==> src/rtl/core/dms_pkg.sv <==
// ----------------------------------------------------------------------------
// dms_pkg
// Types and codes shared by the dosing station sequencer.
// ----------------------------------------------------------------------------
package dms_pkg;

	// event codes
	localparam logic [3:0] FN_TICK   = 4'd0;
	localparam logic [3:0] FN_START  = 4'd1;
	localparam logic [3:0] FN_STOP   = 4'd2;
	localparam logic [3:0] FN_RESET  = 4'd3;
	localparam logic [3:0] FN_TEMP   = 4'd4;
	localparam logic [3:0] FN_ESTOP  = 4'd5;
	localparam logic [3:0] FN_MODE   = 4'd6;
	localparam logic [3:0] FN_GUN    = 4'd7;
	localparam logic [3:0] FN_RECIPE = 4'd8;
	localparam logic [3:0] FN_ALARM  = 4'd9;

	// run modes
	localparam logic [1:0] MODE_IDLE = 2'd0;
	localparam logic [1:0] MODE_AUTO = 2'd1;
	localparam logic [1:0] MODE_MAN  = 2'd2;

	// fill stages
	localparam logic [2:0] STG_INIT    = 3'd0;
	localparam logic [2:0] STG_HEATING = 3'd1;
	localparam logic [2:0] STG_HEATED  = 3'd2;
	localparam logic [2:0] STG_SET     = 3'd3;
	localparam logic [2:0] STG_FILLING = 3'd4;
	localparam logic [2:0] STG_DONE    = 3'd5;
	localparam logic [2:0] STG_STOPPED = 3'd6;

	// alarm codes
	localparam logic [2:0] ALM_NONE    = 3'd0;
	localparam logic [2:0] ALM_TIMEOUT = 3'd1;
	localparam logic [2:0] ALM_PULSE   = 3'd2;
	localparam logic [2:0] ALM_MOTOR   = 3'd5;

	// register indexes
	localparam logic CFG_TARGET  = 1'b0;
	localparam logic CFG_TIMEOUT = 1'b1;

	localparam logic [7:0] TIMEOUT_RST = 8'd150;

	// valve bits
	localparam logic [11:0] V_AIR1 = 12'h001;
	localparam logic [11:0] V_AIR2 = 12'h002;
	localparam logic [11:0] V_AIR3 = 12'h004;
	localparam logic [11:0] V_AIR4 = 12'h008;
	localparam logic [11:0] V_AIR5 = 12'h010;
	localparam logic [11:0] V_GUN  = 12'h020;
	localparam logic [11:0] V_SOL1 = 12'h040;
	localparam logic [11:0] V_SOL2 = 12'h080;
	localparam logic [11:0] V_HEAT = 12'h200;
	localparam logic [11:0] V_PUMP = 12'h800;
	localparam logic [11:0] V_SHUTDOWN = V_SOL1 | V_PUMP | V_AIR1 | V_AIR2 | V_AIR3 |
		V_AIR4 | V_AIR5 | V_HEAT | V_GUN | V_SOL2;

	// lamp bits
	localparam logic [4:0] L_RED    = 5'h01;
	localparam logic [4:0] L_GREEN  = 5'h02;
	localparam logic [4:0] L_YELLOW = 5'h04;
	localparam logic [4:0] L_DONE   = 5'h08;
	localparam logic [4:0] L_BUZZ   = 5'h10;

	typedef struct packed {
		logic [3:0]  func;
		logic        level_active;
		logic        stop_held;
		logic        estop_held;
		logic        auto_selected;
		logic        heater_ready;
		logic [2:0]  fault_code;
		logic [15:0] pulse_count;
	} req_t;

	typedef struct packed {
		logic [11:0] valves;
		logic [4:0]  lamps;
		logic [1:0]  op_mode;
		logic [2:0]  fill_stage;
		logic [2:0]  alarm_code;
		logic [15:0] fills_done;
		logic        fill_active;
	} rsp_t;

	typedef struct packed {
		logic [1:0]  mode;
		logic [2:0]  stage;
		logic [11:0] valves;
		logic [4:0]  lamps;
		logic [2:0]  alarm;
		logic [7:0]  ticks;
		logic        timer_on;
		logic        stop_pending;
		logic [15:0] fill_total;
	} state_t;

	typedef struct packed {
		logic [15:0] target_pulses;
		logic [7:0]  timeout_ticks;
	} cfg_t;

endpackage

==> src/rtl/core/dms_next.sv <==
// ----------------------------------------------------------------------------
// dms_next
// Next-state logic: applies one event to the sequencer state.
// ----------------------------------------------------------------------------
module dms_next (
	input  dms_pkg::state_t st,
	input  dms_pkg::req_t   item,
	input  dms_pkg::cfg_t   cfg,
	output dms_pkg::state_t nx
);

	logic act;
	logic start_ok;

	assign act = item.level_active;

	always_comb begin
		nx       = st;
		start_ok = 1'b0;
		case (item.func)
			dms_pkg::FN_TICK: begin
				if (st.timer_on) begin
					if (st.ticks >= cfg.timeout_ticks) begin
						nx.timer_on = 1'b0;
						nx.lamps    = st.lamps | dms_pkg::L_RED | dms_pkg::L_BUZZ;
						nx.alarm    = dms_pkg::ALM_TIMEOUT;
						nx.stage    = dms_pkg::STG_SET;
					end else begin
						nx.ticks = st.ticks + 8'd1;
						if (item.pulse_count >= cfg.target_pulses) begin
							nx.fill_total = st.fill_total + 16'd1;
							nx.timer_on   = 1'b0;
							nx.stage      = dms_pkg::STG_DONE;
							nx.valves     = (st.valves & ~(dms_pkg::V_AIR4 | dms_pkg::V_GUN))
								| dms_pkg::V_SOL2;
							nx.lamps      = st.lamps | dms_pkg::L_DONE;
							// deferred stop lands once the fill is complete
							if (st.stop_pending) begin
								nx.lamps        = nx.lamps & ~(dms_pkg::L_GREEN | dms_pkg::L_DONE);
								nx.valves       = nx.valves & ~dms_pkg::V_SHUTDOWN;
								nx.stop_pending = 1'b0;
							end
						end
					end
				end
			end
			dms_pkg::FN_START: begin
				if (act && (st.lamps & dms_pkg::L_RED) == '0 && !item.stop_held &&
					!item.estop_held) begin
					start_ok = 1'b1;
					if (st.stage == dms_pkg::STG_STOPPED) begin
						if (item.auto_selected) begin
							nx.lamps = st.lamps & ~dms_pkg::L_RED;
							nx.mode  = dms_pkg::MODE_AUTO;
							nx.stage = dms_pkg::STG_INIT;
						end else begin
							start_ok = 1'b0;
						end
					end
					if (start_ok && nx.mode == dms_pkg::MODE_AUTO) begin
						nx.lamps  = nx.lamps | dms_pkg::L_GREEN;
						nx.valves = (st.valves | dms_pkg::V_SOL1 | dms_pkg::V_PUMP |
							dms_pkg::V_AIR1 | dms_pkg::V_AIR3 | dms_pkg::V_HEAT) &
							~(dms_pkg::V_AIR2 | dms_pkg::V_AIR4 | dms_pkg::V_AIR5);
						nx.stage  = dms_pkg::STG_HEATING;
					end
				end
			end
			dms_pkg::FN_STOP: begin
				if (act && st.mode == dms_pkg::MODE_AUTO) begin
					nx.mode  = dms_pkg::MODE_IDLE;
					nx.stage = dms_pkg::STG_STOPPED;
					nx.lamps = (st.lamps | dms_pkg::L_RED) & ~dms_pkg::L_GREEN;
					// a running fill finishes first, shutdown is deferred
					if (st.stage == dms_pkg::STG_FILLING) begin
						nx.stop_pending = 1'b1;
					end else begin
						nx.valves = st.valves & ~dms_pkg::V_SHUTDOWN;
						nx.lamps  = nx.lamps & ~dms_pkg::L_DONE;
					end
				end
			end
			dms_pkg::FN_RESET: begin
				if (act) begin
					nx.lamps = st.lamps & ~(dms_pkg::L_RED | dms_pkg::L_BUZZ);
					nx.alarm = dms_pkg::ALM_NONE;
				end
			end
			dms_pkg::FN_TEMP: begin
				if (act) begin
					nx.stage = dms_pkg::STG_HEATED;
				end
			end
			dms_pkg::FN_ESTOP: begin
				if (act && st.mode == dms_pkg::MODE_AUTO) begin
					nx.mode   = dms_pkg::MODE_IDLE;
					nx.stage  = dms_pkg::STG_STOPPED;
					nx.lamps  = (st.lamps | dms_pkg::L_RED) &
						~(dms_pkg::L_GREEN | dms_pkg::L_DONE);
					nx.valves = '0;
				end
			end
			dms_pkg::FN_MODE: begin
				if (item.auto_selected) begin
					nx.mode  = dms_pkg::MODE_AUTO;
					nx.lamps = st.lamps & ~dms_pkg::L_YELLOW;
				end else begin
					nx.mode  = dms_pkg::MODE_MAN;
					nx.lamps = st.lamps | dms_pkg::L_YELLOW;
				end
				nx.valves = '0;
			end
			dms_pkg::FN_GUN: begin
				if (act && (st.stage == dms_pkg::STG_SET || st.stage == dms_pkg::STG_DONE)) begin
					nx.stage    = dms_pkg::STG_FILLING;
					nx.lamps    = st.lamps & ~dms_pkg::L_DONE;
					nx.valves   = (st.valves | dms_pkg::V_AIR2 | dms_pkg::V_AIR4 |
						dms_pkg::V_GUN) & ~(dms_pkg::V_AIR3 | dms_pkg::V_SOL2);
					nx.ticks    = '0;
					nx.timer_on = 1'b1;
				end
			end
			dms_pkg::FN_RECIPE: begin
				if (item.heater_ready || st.stage == dms_pkg::STG_DONE) begin
					nx.stage = dms_pkg::STG_SET;
				end
			end
			dms_pkg::FN_ALARM: begin
				if (act && item.fault_code >= dms_pkg::ALM_PULSE &&
					item.fault_code <= dms_pkg::ALM_MOTOR) begin
					nx.lamps = st.lamps | dms_pkg::L_RED | dms_pkg::L_BUZZ;
					nx.alarm = item.fault_code;
				end
			end
			default: begin
				nx = st;
			end
		endcase
	end

endmodule

==> src/rtl/core/dosing_machine_sequencer_top.sv <==
// ----------------------------------------------------------------------------
// dosing_machine_sequencer_top
// Event-driven sequencer for a heated liquid-dosing station.
// ----------------------------------------------------------------------------
// Usage:
//  - req channel (req_valid/req_stall/req): one event per transaction, either
//    a 100 ms tick with the flow-meter pulse count or a button/sensor event.
//  - rsp channel (rsp_valid/rsp_stall/rsp): exactly one transaction per event,
//    carrying the full output image (valves, lamps, mode, stage, alarm,
//    completed-fill count, fill timer running) after that event.
//  - cfg port: cfg_we with cfg_idx 0 writes target_pulses (cfg_data[15:0]),
//    cfg_idx 1 writes timeout_ticks (cfg_data[7:0]). Write only when idle.
// Path: an accepted request goes into the input register, then one pass of
//   next-state logic writes the state and response registers; a stalled
//   response holds the event in the input register.
// Throughput: one event per cycle while rsp is not stalled; the state update
//   is a single short combinational pass, so events stream back to back.
// Stall: while rsp is stalled, one more event may sit in the input register;
//   req_stall rises only when that register is full and cannot drain.
// Reset: arst_n clears the state (idle mode, init stage, everything off,
//   timeout 150 ticks, target 0) and empties both channels.
// ----------------------------------------------------------------------------
module dosing_machine_sequencer_top (
	input  logic            clk,
	input  logic            arst_n,
	input  logic            req_valid,
	output logic            req_stall,
	input  dms_pkg::req_t   req,
	output logic            rsp_valid,
	input  logic            rsp_stall,
	output dms_pkg::rsp_t   rsp,
	input  logic            cfg_we,
	input  logic            cfg_idx,
	input  logic [15:0]     cfg_data
);

	// input register
	logic            valid_s1;
	dms_pkg::req_t   item_s1;

	// architectural state and configuration
	dms_pkg::state_t st_q;
	dms_pkg::state_t st_nx;
	dms_pkg::cfg_t   cfg_q;

	// response register
	logic            rsp_valid_q;
	dms_pkg::rsp_t   rsp_q;

	logic            advance;
	logic            accept;

	// s1 drains whenever the response slot is empty or being taken
	assign advance   = valid_s1 && (!rsp_valid_q || !rsp_stall);
	assign req_stall = valid_s1 && !advance;
	assign accept    = req_valid && !req_stall;

	always_ff @(posedge clk or negedge arst_n) begin
		if (!arst_n) begin
			valid_s1 <= 1'b0;
		end else if (accept) begin
			valid_s1 <= 1'b1;
		end else if (advance) begin
			valid_s1 <= 1'b0;
		end
	end

	always_ff @(posedge clk) begin
		if (accept) begin
			item_s1 <= req;
		end
	end

	// configuration registers
	always_ff @(posedge clk or negedge arst_n) begin
		if (!arst_n) begin
			cfg_q.target_pulses <= '0;
			cfg_q.timeout_ticks <= dms_pkg::TIMEOUT_RST;
		end else if (cfg_we) begin
			case (cfg_idx)
				dms_pkg::CFG_TARGET:  cfg_q.target_pulses <= cfg_data;
				dms_pkg::CFG_TIMEOUT: cfg_q.timeout_ticks <= cfg_data[7:0];
				default: cfg_q <= cfg_q;
			endcase
		end
	end

	dms_next u_next (
		.st   (st_q),
		.item (item_s1),
		.cfg  (cfg_q),
		.nx   (st_nx)
	);

	// state commits together with the response image
	always_ff @(posedge clk or negedge arst_n) begin
		if (!arst_n) begin
			st_q <= '{mode: dms_pkg::MODE_IDLE, stage: dms_pkg::STG_INIT,
				alarm: dms_pkg::ALM_NONE, default: '0};
		end else if (advance) begin
			st_q <= st_nx;
		end
	end

	always_ff @(posedge clk or negedge arst_n) begin
		if (!arst_n) begin
			rsp_valid_q <= 1'b0;
		end else if (advance) begin
			rsp_valid_q <= 1'b1;
		end else if (!rsp_stall) begin
			rsp_valid_q <= 1'b0;
		end
	end

	always_ff @(posedge clk) begin
		if (advance) begin
			rsp_q.valves      <= st_nx.valves;
			rsp_q.lamps       <= st_nx.lamps;
			rsp_q.op_mode     <= st_nx.mode;
			rsp_q.fill_stage  <= st_nx.stage;
			rsp_q.alarm_code  <= st_nx.alarm;
			rsp_q.fills_done  <= st_nx.fill_total;
			rsp_q.fill_active <= st_nx.timer_on;
		end
	end

	assign rsp_valid = rsp_valid_q;
	assign rsp       = rsp_q;

	// ------------------------------------------------------------------------
	// assertions
	// ------------------------------------------------------------------------
	a_stall_only_when_blocked: assert property (@(posedge clk) disable iff (!arst_n)
		req_stall |-> (valid_s1 && rsp_valid_q && rsp_stall))
		else $error("req stalled while the pipeline could drain");

	a_advance_fills_rsp: assert property (@(posedge clk) disable iff (!arst_n)
		advance |=> rsp_valid_q)
		else $error("event advanced without a response");

	a_rsp_matches_state: assert property (@(posedge clk) disable iff (!arst_n)
		rsp_valid_q |-> (rsp_q.fill_active == st_q.timer_on &&
			rsp_q.fills_done == st_q.fill_total && rsp_q.fill_stage == st_q.stage))
		else $error("response image out of step with state");

	a_rsp_drains: assert property (@(posedge clk) disable iff (!arst_n)
		(rsp_valid_q && !rsp_stall && !advance) |=> !rsp_valid_q)
		else $error("response repeated after it was taken");

endmodule
==> config.mk <==
export PLATFORM = sky130hd
export DESIGN_NAME = dosing_machine_sequencer_top
export DESIGN_NICKNAME = d
export VERILOG_FILES = /design/src/rtl/core/dms_pkg.sv /design/src/rtl/core/dms_next.sv /design/src/rtl/core/dosing_machine_sequencer_top.sv
export SDC_FILE = /design/constraint.sdc
export NUM_CORES = 1
export LEC_CHECK = 0
export ABC_AREA = 0
export BUFFER_PORTS_ARGS = -buffer_cell sky130_fd_sc_hd__buf_2
export CORE_UTILIZATION = 34
export CTS_BUF_LIST = sky130_fd_sc_hd__clkbuf_4
export CTS_CLUSTER_SIZE = 20
export DETAILED_ROUTE_END_ITERATION = 10
export HOLD_SLACK_MARGIN = 0.08
export PLACE_DENSITY = 0.56
export SLEW_MARGIN = 0
export SYNTH_ARGS = -nofsm -noshare
export SYNTH_HDL_FRONTEND = slang
export SYNTH_SLANG_ARGS = --single-unit
==> constraint.sdc <==
create_clock -name clk -period 8.3 [get_ports clk]
set_input_delay 0.83 -clock clk [delete_from_list [all_inputs] [get_ports clk]]
set_output_delay 0.83 -clock clk [all_outputs]
set_load 0.01 [all_outputs]
# ---- Yosys cells after proc, flatten, opt, wreduce, memory -nomap -nowiden
# Index checks and enable logic that the tools add are counted.
dict set report totals {
  romBits 0
  reg_bits 147
  elab_cells 134
  latch_bits 0
  memories 0
  ramBits 0
}
dict set report op_classes {
  add_sub_neg 2
  bitwise 1
  mul 0
  n_mux 48
  n_lt_le_gt_ge 4
  n_reduce_logical 29
  div 0
  n_eq_ne 22
  shift 0
}
# op count
set ops {}
lappend ops {{$pmux W12 S6} 1}
lappend ops {{$mux W22} 3}
lappend ops {{$mux W20} 3}
lappend ops {{$mux W17} 3}
lappend ops {{$mux W49} 1}
lappend ops {{$pmux W5 S8} 1}
lappend ops {{$mux W5} 5}
lappend ops {{$mux W8} 3}
lappend ops {{$pmux W3 S7} 1}
lappend ops {{$mux W18} 1}
lappend ops {{$pmux W9 S2} 1}
lappend ops {{$add A16 B1 Y16 const B} 1}
lappend ops {{$eq A4 B3 Y1 const B} 4}
lappend ops {{$ge A16 B16 Y1} 1}
lappend ops {{$mux W16} 1}
lappend ops {{$mux W3} 5}
lappend ops {{$mux W1} 13}
lappend ops {{$mux W12} 1}
lappend ops {{$logic_and A1 B1 Y1} 11}
lappend ops {{$ne A2 B1 Y1 const B} 5}
lappend ops {{$eq A3 B3 Y1 const B} 3}
lappend ops {{$mux W9} 1}
lappend ops {{$pmux W3 S3} 1}
lappend ops {{$add A8 B1 Y8 const B} 1}
lappend ops {{21 further kinds} 35}

# ---- Longest topological paths before layout
# Gate-level depths: netlist of the first run.
dict set report logic_depth {
  ltp_word 11
  mapped_depth 10
  depth_no_buf 8
}

# ---- By module
# From an unflattened synthesis of the first run, not the netlist that was laid out.
dict set report hier_totals {
  cells_unflattened 594
  hier_area_um2 7277.0
}
# module instances area_per_inst_um2 seq_area_each_um2 cells_each
set modules_own_cells {}
lappend modules_own_cells {dosing_machine_sequencer_top 1 4997.3 4033.9 237}
lappend modules_own_cells {dms_next 1 2279.7 0.0 357}

# ---- Worst setup path after synthesis of the first run
# OpenSTA, ideal clock, no wires.
dict set report synth_timing {
  kind {input to register}
  start {input port rsp_stall}
  end {register rsp_q (netlist bit rsp[0]) (enable)}
  setup_ns 0.423
  stages 4
  t_arrival_ns 2.521
  slack_ns 5.357
  cell_sequence {nand2_1 nand2_1 clkinv_1 clkbuf_1}
}
dict set report synth_between {
  elab_chain_len 3
}
# item line_no
set synth_lines {}
lappend synth_lines {{from (decl)} dosing_machine_sequencer_top.sv:30} ;# input logic rsp_stall,
lappend synth_lines {{$logic_not A1 Y1} -}
lappend synth_lines {{$logic_or A1 B1 Y1} dosing_machine_sequencer_top.sv:54} ;# assign advance = valid_s1 && (!rsp_valid_q || !rsp_stall);
lappend synth_lines {{$logic_and A1 B1 Y1} dosing_machine_sequencer_top.sv:54}
lappend synth_lines {{via advance} dosing_machine_sequencer_top.sv:50} ;# logic advance;
lappend synth_lines {{to (decl)} dosing_machine_sequencer_top.sv:48} ;# dms_pkg::rsp_t rsp_q;
# The timed path passes the listed nets, and every way through them passes these cells.
# A chain may end at the register's enable or synchronous reset.

==> results of run 1 <==
[how the worst max path moves through the flow]
stage,startpoint,endpoint,slack [ns],cells past startpoint
after floorplan,rsp_stall,rsp[0]$_DFFE_PP_,5.36,4
after global placement,cfg_q[2]$_DFFE_PN1P_,rsp[30]$_DFFE_PP_,4.79,8
after detailed placement,cfg_q[2]$_DFFE_PN1P_,rsp[41]$_DFFE_PP_,4.74,8
after CTS,cfg_q[2]$_DFFE_PN1P_,rsp[41]$_DFFE_PP_,4.70,8
after global routing,item_s1[26]$_DFFE_PP_,st_q[19]$_DFFE_PN0P_,4.42,6
final,cfg_q[2]$_DFFE_PN1P_,rsp[36]$_DFFE_PP_,4.69,8
[through the flow]
step / area, um^2 / utilization (%) / power (mW)
3_5_place_dp: 8050 / 38.2 / 1.23
5_1_grt: 8340 / 39.6 / 1.79
2_1_floorplan: 7340 / - / 1.12
4_1_cts: 8340 / 39.6 / 1.71
3_3_place_gp: 8050 / 38.2 / 1.22
6_report: 8340 / 39.6 / 1.69
[synthesized netlist by cell type (10+ instances only)]
library cell,n,area share [%]
a21oi_1,39,2.7
a21o_1,11,1.1
nor4_2,12,2.0
edfxtp_1,70,29
inv_1,32,1.6
ha_1,26,4.4
nand4_1,10,0.85
xor2_1,27,3.2
nand2b_1,12,1.0
mux2_2,12,1.8
nand3_1,18,1.2
nor2_1,39,2.0
clkbuf_1,23,1.2
dfrtp_1,73,25
o21ai_0,34,2.3
nand2_1,69,3.5
a31oi_1,11,0.94
nor4_1,11,0.94
[routing by layer]
metal / global-route usage [%] / share of wire, % / up-vias
li1: - / - / 2625
met1: 22.0 / 50 / 2573
met2: 24.3 / 44 / 133
met3: 3.88 / 5.1 / 15
met4: 5.05 / 1.2 / 0
met5: 0 / 0 / -
[layout make-up]
cell class,count,area (um^2)
Sequential cell,147,4030
Clock buffer,21,158
Inverter,34,128
Clock inverter,11,139
Multi-Input combinational cell,456,3030
Fill cell,2137,12700
Tap cell,275,344
Timing Repair Buffer,98,505
[cell usage in the layout (no fill, tap or decap), types with 6 or more instances in the layout]
cell type  Yosys  layout
nor3_1         9       9
nor2_1        39      39
dfrtp_1       73      73
nand3_1       18      18
nor2b_1        9       8
edfxtp_1      70      70
a21o_1        11      11
buf_4          0       6
nand4_1       10      10
a31oi_1       11      11
inv_1         32      32
clkbuf_4       0      21
mux2_2        12      12
ha_1          26      26
o21ai_0       34      34
nor4_2        12      12
o21a_1         7       7
nor4_1        11      11
buf_2          2      92
a21oi_1       39      39
nand2b_1      12      12
xor2_1        27      27
nand2_1       69      69
and3_1         9       9
[power by group through the flow]
stage               Clock, mW  Combinational [mW]  Sequential [mW]
floorplan                   0               0.216            0.908
global placement            0               0.306            0.917
detailed placement          0               0.308            0.918
CTS                     0.493               0.309            0.902
global route            0.523               0.349            0.914
finish                  0.477               0.307            0.903
[registers in the layout (all words and copies together) (netlist names)]
signal     count
item_s1       28
rsp           42
valid_s1       1
rsp_valid      1
cfg_q         24
st_q          51
[cell families (layout without fill, tap and decap cells)]
| logic type | Yosys count | count (layout) | share of synthesized area [%] |
|---|---|---|---|
| multiplexers | 17 | 17 | 2.56 |
| buffers and inverters | 66 | 164 | 3.72 |
| flip-flops | 147 | 147 | 55.0 |
| AO/OA/AOI/OAI | 159 | 159 | 14.2 |
| XOR/XNOR | 32 | 32 | 3.82 |
| adder cells (fa/ha/maj) | 26 | 26 | 4.43 |
| AND/OR/NAND/NOR | 222 | 222 | 16.4 |
==> impl_metrics.env, run 1 <==
export IMPL_required_ns=8.62
export IMPL_cp_slowest_stage_delay_ns=0.89
export IMPL_ys_seq_area_share_pct=55.0
export IMPL_fin_crit_ns=3.61
export IMPL_syn_to_final_growth_pct=13.7
export IMPL_finalSetupViolations=0
export IMPL_drt_initial_drc_count=267
export IMPL_drtPass1Iterations=6
export IMPL_reg2reg_depth=8
export IMPL_hold_ws_ns=0.129
export IMPL_synthFlopType="dfrtp_1"
export IMPL_final_nets=830
export IMPL_numPortBuffers=93
export IMPL_viasPerCell=5.13
export IMPL_max_freq_mhz=277
export IMPL_post_route_cells_drive_above_1_share_pct=22.0
export IMPL_clk_path_buf_depth=2
export IMPL_async_reset_ff_share_pct=52.4
export IMPL_grt_max_degree=68
export IMPL_yosysWarnings=0
export IMPL_h_tree_depth=4
export IMPL_crit_arrival_ns=3.93
export IMPL_maxSlewHeadroom_pct=16.9
export IMPL_insertion_delay_ns=0.57
export IMPL_grt_pass1_vias=5331
export IMPL_initial_utilization_pct=34.8
export IMPL_finalHoldViolations=0
export IMPL_place_congestion=0.802
export IMPL_avgSynthCellArea_um2=11.0
export IMPL_maxCapViolCount=0
export IMPL_path_cells="inv_1 > ha_1 > o211a_1 > a211oi_1 > o311ai_1 > a31oi_1 > a22oi_1 > a21o_1"
export IMPL_die_y_um=149
export IMPL_tightest_slew_ns=1.24
export IMPL_fin_skew_ns=0.0230
export IMPL_num_vias=5346
export IMPL_tns_ns=0
export IMPL_cts_resized=0
export IMPL_post_drt_wl_per_cell_um=15.7
export IMPL_post_synth_num_cell_types=72
export IMPL_finalNonFillerCells=1042
export IMPL_clkTransAtPathRegs_ns=0.13
export IMPL_rrSetupSlack_ns=4.69
export IMPL_status="finished clean"
export IMPL_hold_class="primary input to asynchronous set/reset pin"
export IMPL_worstSetupEndpointType="flop"
export IMPL_synth_nets=745
export IMPL_path_delay_family="compound AO/OA/AOI/OAI gates"
export IMPL_period_share_pct=43.5
export IMPL_overflow=0
export IMPL_power_switching_mw=0.494
export IMPL_slew_violations=0
export IMPL_synth_edff_count=70
export IMPL_synth_area_um2=7340
export IMPL_groute_usage_overall_pct=15.9
export IMPL_die_w_um=149
export IMPL_powerDensity_nw_per_um2=202
export IMPL_coreArea_um2=21100
export IMPL_die_area_um2=22200
export IMPL_dp_cells=1010
export IMPL_combPwrFrac_pct=18.2
export IMPL_tritoncts="done"
export IMPL_swShare_pct=29.3
export IMPL_irDropWorstVdd_v=0.000119
export IMPL_drcViolationCount=0
export IMPL_rows=53
export IMPL_fin_ws_ns=4.69
export IMPL_cp_start_kind="flop"
export IMPL_antenna_found_initial=1
export IMPL_critPathMaxFanout=12
export IMPL_synth_seq_cells=147
export IMPL_cts_num_sinks=147
export IMPL_seqPwrFrac_pct=53.5
export IMPL_r2r_start="cfg_q[2]$_DFFE_PN1P_"
export IMPL_hold_buffers=0
export IMPL_cts_buffers=17
export IMPL_grt_pass1_wl_um=27300
export IMPL_cts_setup_buffers=0
export IMPL_slowest_stage="a31oi_1"
export IMPL_pre_cts_slack_ns=4.74
export IMPL_cts_root_buf="clkbuf_4"
export IMPL_ioPinCount=94
export IMPL_wl_um=16400
export IMPL_rsz0062_at_grt="false"
export IMPL_rr_endpoint="rsp[36]$_DFFE_PP_"
export IMPL_ant_nets=0
export IMPL_internal_power_mw=1.19
export IMPL_crit_type="flop to flop"
export IMPL_leakagePower_nw=3.58
export IMPL_diodes=0
export IMPL_cp_num_buf_inv=1
export IMPL_syn_inst=669
export IMPL_hpwl_um=11500
export IMPL_power_frac_clock_pct=28.3
Note: power is estimated with default switching activity, not from simulation.
==> run 2, diff against run 1 <==
ABC_AREA = 1   (was 0)
PLACE_DENSITY = 0.58   (was 0.56)
clock period = 3.1 ns   (was 8.3 ns; I/O delays follow)
==> run 2 against run 1 <==
  * Sequential power increased to 2.7 times the previous value
  * Synthesized cell count increased by 19%
  * Maximum frequency is 42% higher
  * Core utilization increased by 3.5 points
  * Highest routed layer unchanged
  * Die area decreased by 1.8%
  * Critical endpoint is now st_q[22]$_DFFE_PN0P_
  * Worst setup slack got worse by 4.1 ns
==> impl_metrics.env, run 2 <==
export IMPL_status="finished clean"
export IMPL_top_register="st_q"
export IMPL_dp_cells=1151
export IMPL_leakagePower_nw=4.20
export IMPL_grt_pass1_vias=5523
export IMPL_fin_skew_ns=0.0279
export IMPL_irDropWorstVdd_v=0.000215
export IMPL_cts_buffers=17
export IMPL_grt_pass1_wl_um=27000
export IMPL_largest_reg_flops=51
export IMPL_synth_common_cells="201 x nand2_1, 134 x inv_1, 76 x o21ai_0"
export IMPL_post_drt_wl_per_cell_um=13.3
export IMPL_required_ns=3.54
export IMPL_cts_resized=0
export IMPL_reg2reg_depth=11
export IMPL_worstHoldPathCells=4
export IMPL_coreArea_um2=20500
export IMPL_synth_edff_count=70
export IMPL_drtPass1Iterations=5
export IMPL_syn_to_final_growth_pct=22.4
export IMPL_grt_max_degree=90
export IMPL_overflow=0
export IMPL_worstSetupEndpointType="flop"
export IMPL_maxSlewHeadroom_pct=33.3
export IMPL_insertion_delay_ns=0.55
export IMPL_rsz0062_at_grt="false"
export IMPL_syn_inst=797
export IMPL_crit_type="flop to flop"
export IMPL_dpl_instance_area_um2=8000
export IMPL_clkTransAtPathRegs_ns=0.14
export IMPL_post_route_cells_drive_above_1_share_pct=16.0
export IMPL_drcViolationCount=0
export IMPL_viasPerCell=4.59
export IMPL_avgSynthCellArea_um2=9.04
export IMPL_synth_seq_cells=147
export IMPL_hpwl_um=11400
export IMPL_fin_crit_ns=2.54
export IMPL_slew_violations=0
export IMPL_ant_nets=0
export IMPL_synth_most_common_cell="nand2_1"
export IMPL_rows=52
export IMPL_final_common_cell="nand2_1"
export IMPL_clk_path_buf_depth=2
export IMPL_synth_nets=873
export IMPL_tritoncts="done"
export IMPL_period_share_pct=82.0
export IMPL_synthFlopType="dfrtp_1"
export IMPL_yosysTopAreaCellShare_pct=29.2
export IMPL_crit_start="cfg_q[7]$_DFFE_PN1P_"
export IMPL_min_delay_worst_endpoint="cfg_q[7]$_DFFE_PN1P_"
export IMPL_die_y_um=148
export IMPL_cp_start_kind="flop"
export IMPL_place_congestion=0.891
export IMPL_ys_seq_area_share_pct=56.0
export IMPL_finalNonFillerCells=1230
export IMPL_powerDensity_nw_per_um2=553
export IMPL_final_nets=1023
export IMPL_die_w_um=148
export IMPL_synth_area_um2=7210
export IMPL_hold_buffers=47
export IMPL_r2r_start="cfg_q[7]$_DFFE_PN1P_"
export IMPL_drt_initial_drc_count=281
export IMPL_fillers=2020
export IMPL_diodes=0
export IMPL_ioPinCount=94
export IMPL_num_vias=5647
export IMPL_wl_um=16300
export IMPL_cts_num_sinks=147
export IMPL_yosysWarnings=0
export IMPL_final_core_util_pct=43.1
export IMPL_groute_usage_overall_pct=15.9
export IMPL_die_area_um2=21800
export IMPL_hold_start="cfg_we"
export IMPL_synth_largest_area_cell="edfxtp_1"
export IMPL_tns_ns=0
export IMPL_cts_setup_buffers=0
export IMPL_finalHoldViolations=0
export IMPL_critPathMaxFanout=11
export IMPL_numPortBuffers=93
export IMPL_crit_arrival_ns=2.98
export IMPL_finalSetupViolations=0
export IMPL_cts_root_buf="clkbuf_4"
export IMPL_h_tree_depth=4
export IMPL_post_synth_num_cell_types=44
export IMPL_design_area_um2=8820
export IMPL_tightest_slew_ns=0.998
export IMPL_maxCapViolCount=0
export IMPL_synth_area_leaders="edfxtp_1 29%, dfrtp_1 25%, nand2_1 10%"
export IMPL_layout_common_cells="201 x nand2_1, 134 x inv_1, 92 x buf_2"
export IMPL_async_reset_ff_share_pct=52.4
export IMPL_initial_utilization_pct=35.2
export IMPL_hold_class="primary input to flop"
export IMPL_rrSetupSlack_ns=0.56
export IMPL_rr_endpoint="st_q[22]$_DFFE_PN0P_"
export IMPL_antenna_found_initial=0
export IMPL_max_freq_mhz=393
run 2: cell types whose count changed after synthesis, sizes merged, moves of 17 or more:
cell	previous run	this run
nand2	69	202
o21ai	37	82
xor2	27	10
inv	32	135
nor4	23	4
nor2	39	64
run 2: layout make-up:
| cell class | count | area [um^2] | share of cell area (%) |
|---|---|---|---|
| Clock buffer | 19 | 143 | 1.62 |
| Sequential cell | 147 | 4030 | 45.7 |
| Multi-Input combinational cell | 501 | 2610 | 29.5 |
| Inverter | 135 | 507 | 5.74 |
| Tap cell | 270 | 338 | 3.83 |
| Clock inverter | 13 | 208 | 2.35 |
| Timing Repair Buffer | 145 | 988 | 11.2 |
run 2: logic make-up (layout without fill, tap and decap cells):
logic type	count (synthesis)	in the layout	synth area share, %
AND/OR/NAND/NOR	330	330	19.9
buffers and inverters	149	312	7.95
flip-flops	147	147	56.0
AO/OA/AOI/OAI	135	135	10.3
adder cells (fa/ha/maj)	26	26	4.51
XOR/XNOR	10	10	1.32
run 2: layer usage:
metal	wire, um	part of all wire, %	vias up	track usage [%]
li1	-	-	2890	-
met1	7640	47	2604	20.3
met2	7720	47	132	26.6
met3	633	3.9	21	3.40
met4	318	2.0	0	5.46
met5	0	0	-	0
run 2: how the worst max path moves through the flow:
stage / to / slack (ns) / cells past startpoint
floorplan: rsp[0]$_DFFE_PP_ / 0.41 / 4
finish: st_q[22]$_DFFE_PN0P_ / 0.56 / 11
detailed placement: st_q[22]$_DFFE_PN0P_ / 0.63 / 11
CTS: st_q[22]$_DFFE_PN0P_ / 0.59 / 11
global route: rsp[32]$_DFFE_PP_ / 0.35 / 13
global placement: rsp[16]$_DFFE_PP_ / 0.69 / 10
run 2: per-stage QoR:
step / setup slack (ns) / power [mW] / hold WS [ns]
global placement: 0.694 / 3.41 / 0.452
finish: 0.557 / 4.88 / 0.299
detailed placement: 0.633 / 3.42 / 0.456
floorplan: 0.407 / 3.10 / 0.0144
global route: 0.347 / 5.18 / 0.367
CTS: 0.594 / 4.94 / 0.276
run 2: worst max-delay path, cell delays in order, from the launching register on:
cell and delay [ns]:
dfstp_2 0.56, inv_1 0.04, ha_1 0.28, a21o_1 0.18, nor2_1 0.10, nand3_1 0.14
inv_1 0.22, nand2_1 0.10, nand2_1 0.13, and3_1 0.38, o21ai_0 0.17, o21a_1 0.13
run 2: report_power, final:
group / leakage, nW / switching (mW) / internal [mW] / total [mW]
Clock: 0.187 / 0.721 / 0.741 / 1.46
Combinational: 2.35 / 0.601 / 0.348 / 0.949
Sequential: 1.67 / 0.146 / 2.33 / 2.47
Total: 4.20 / 1.47 / 3.41 / 4.88
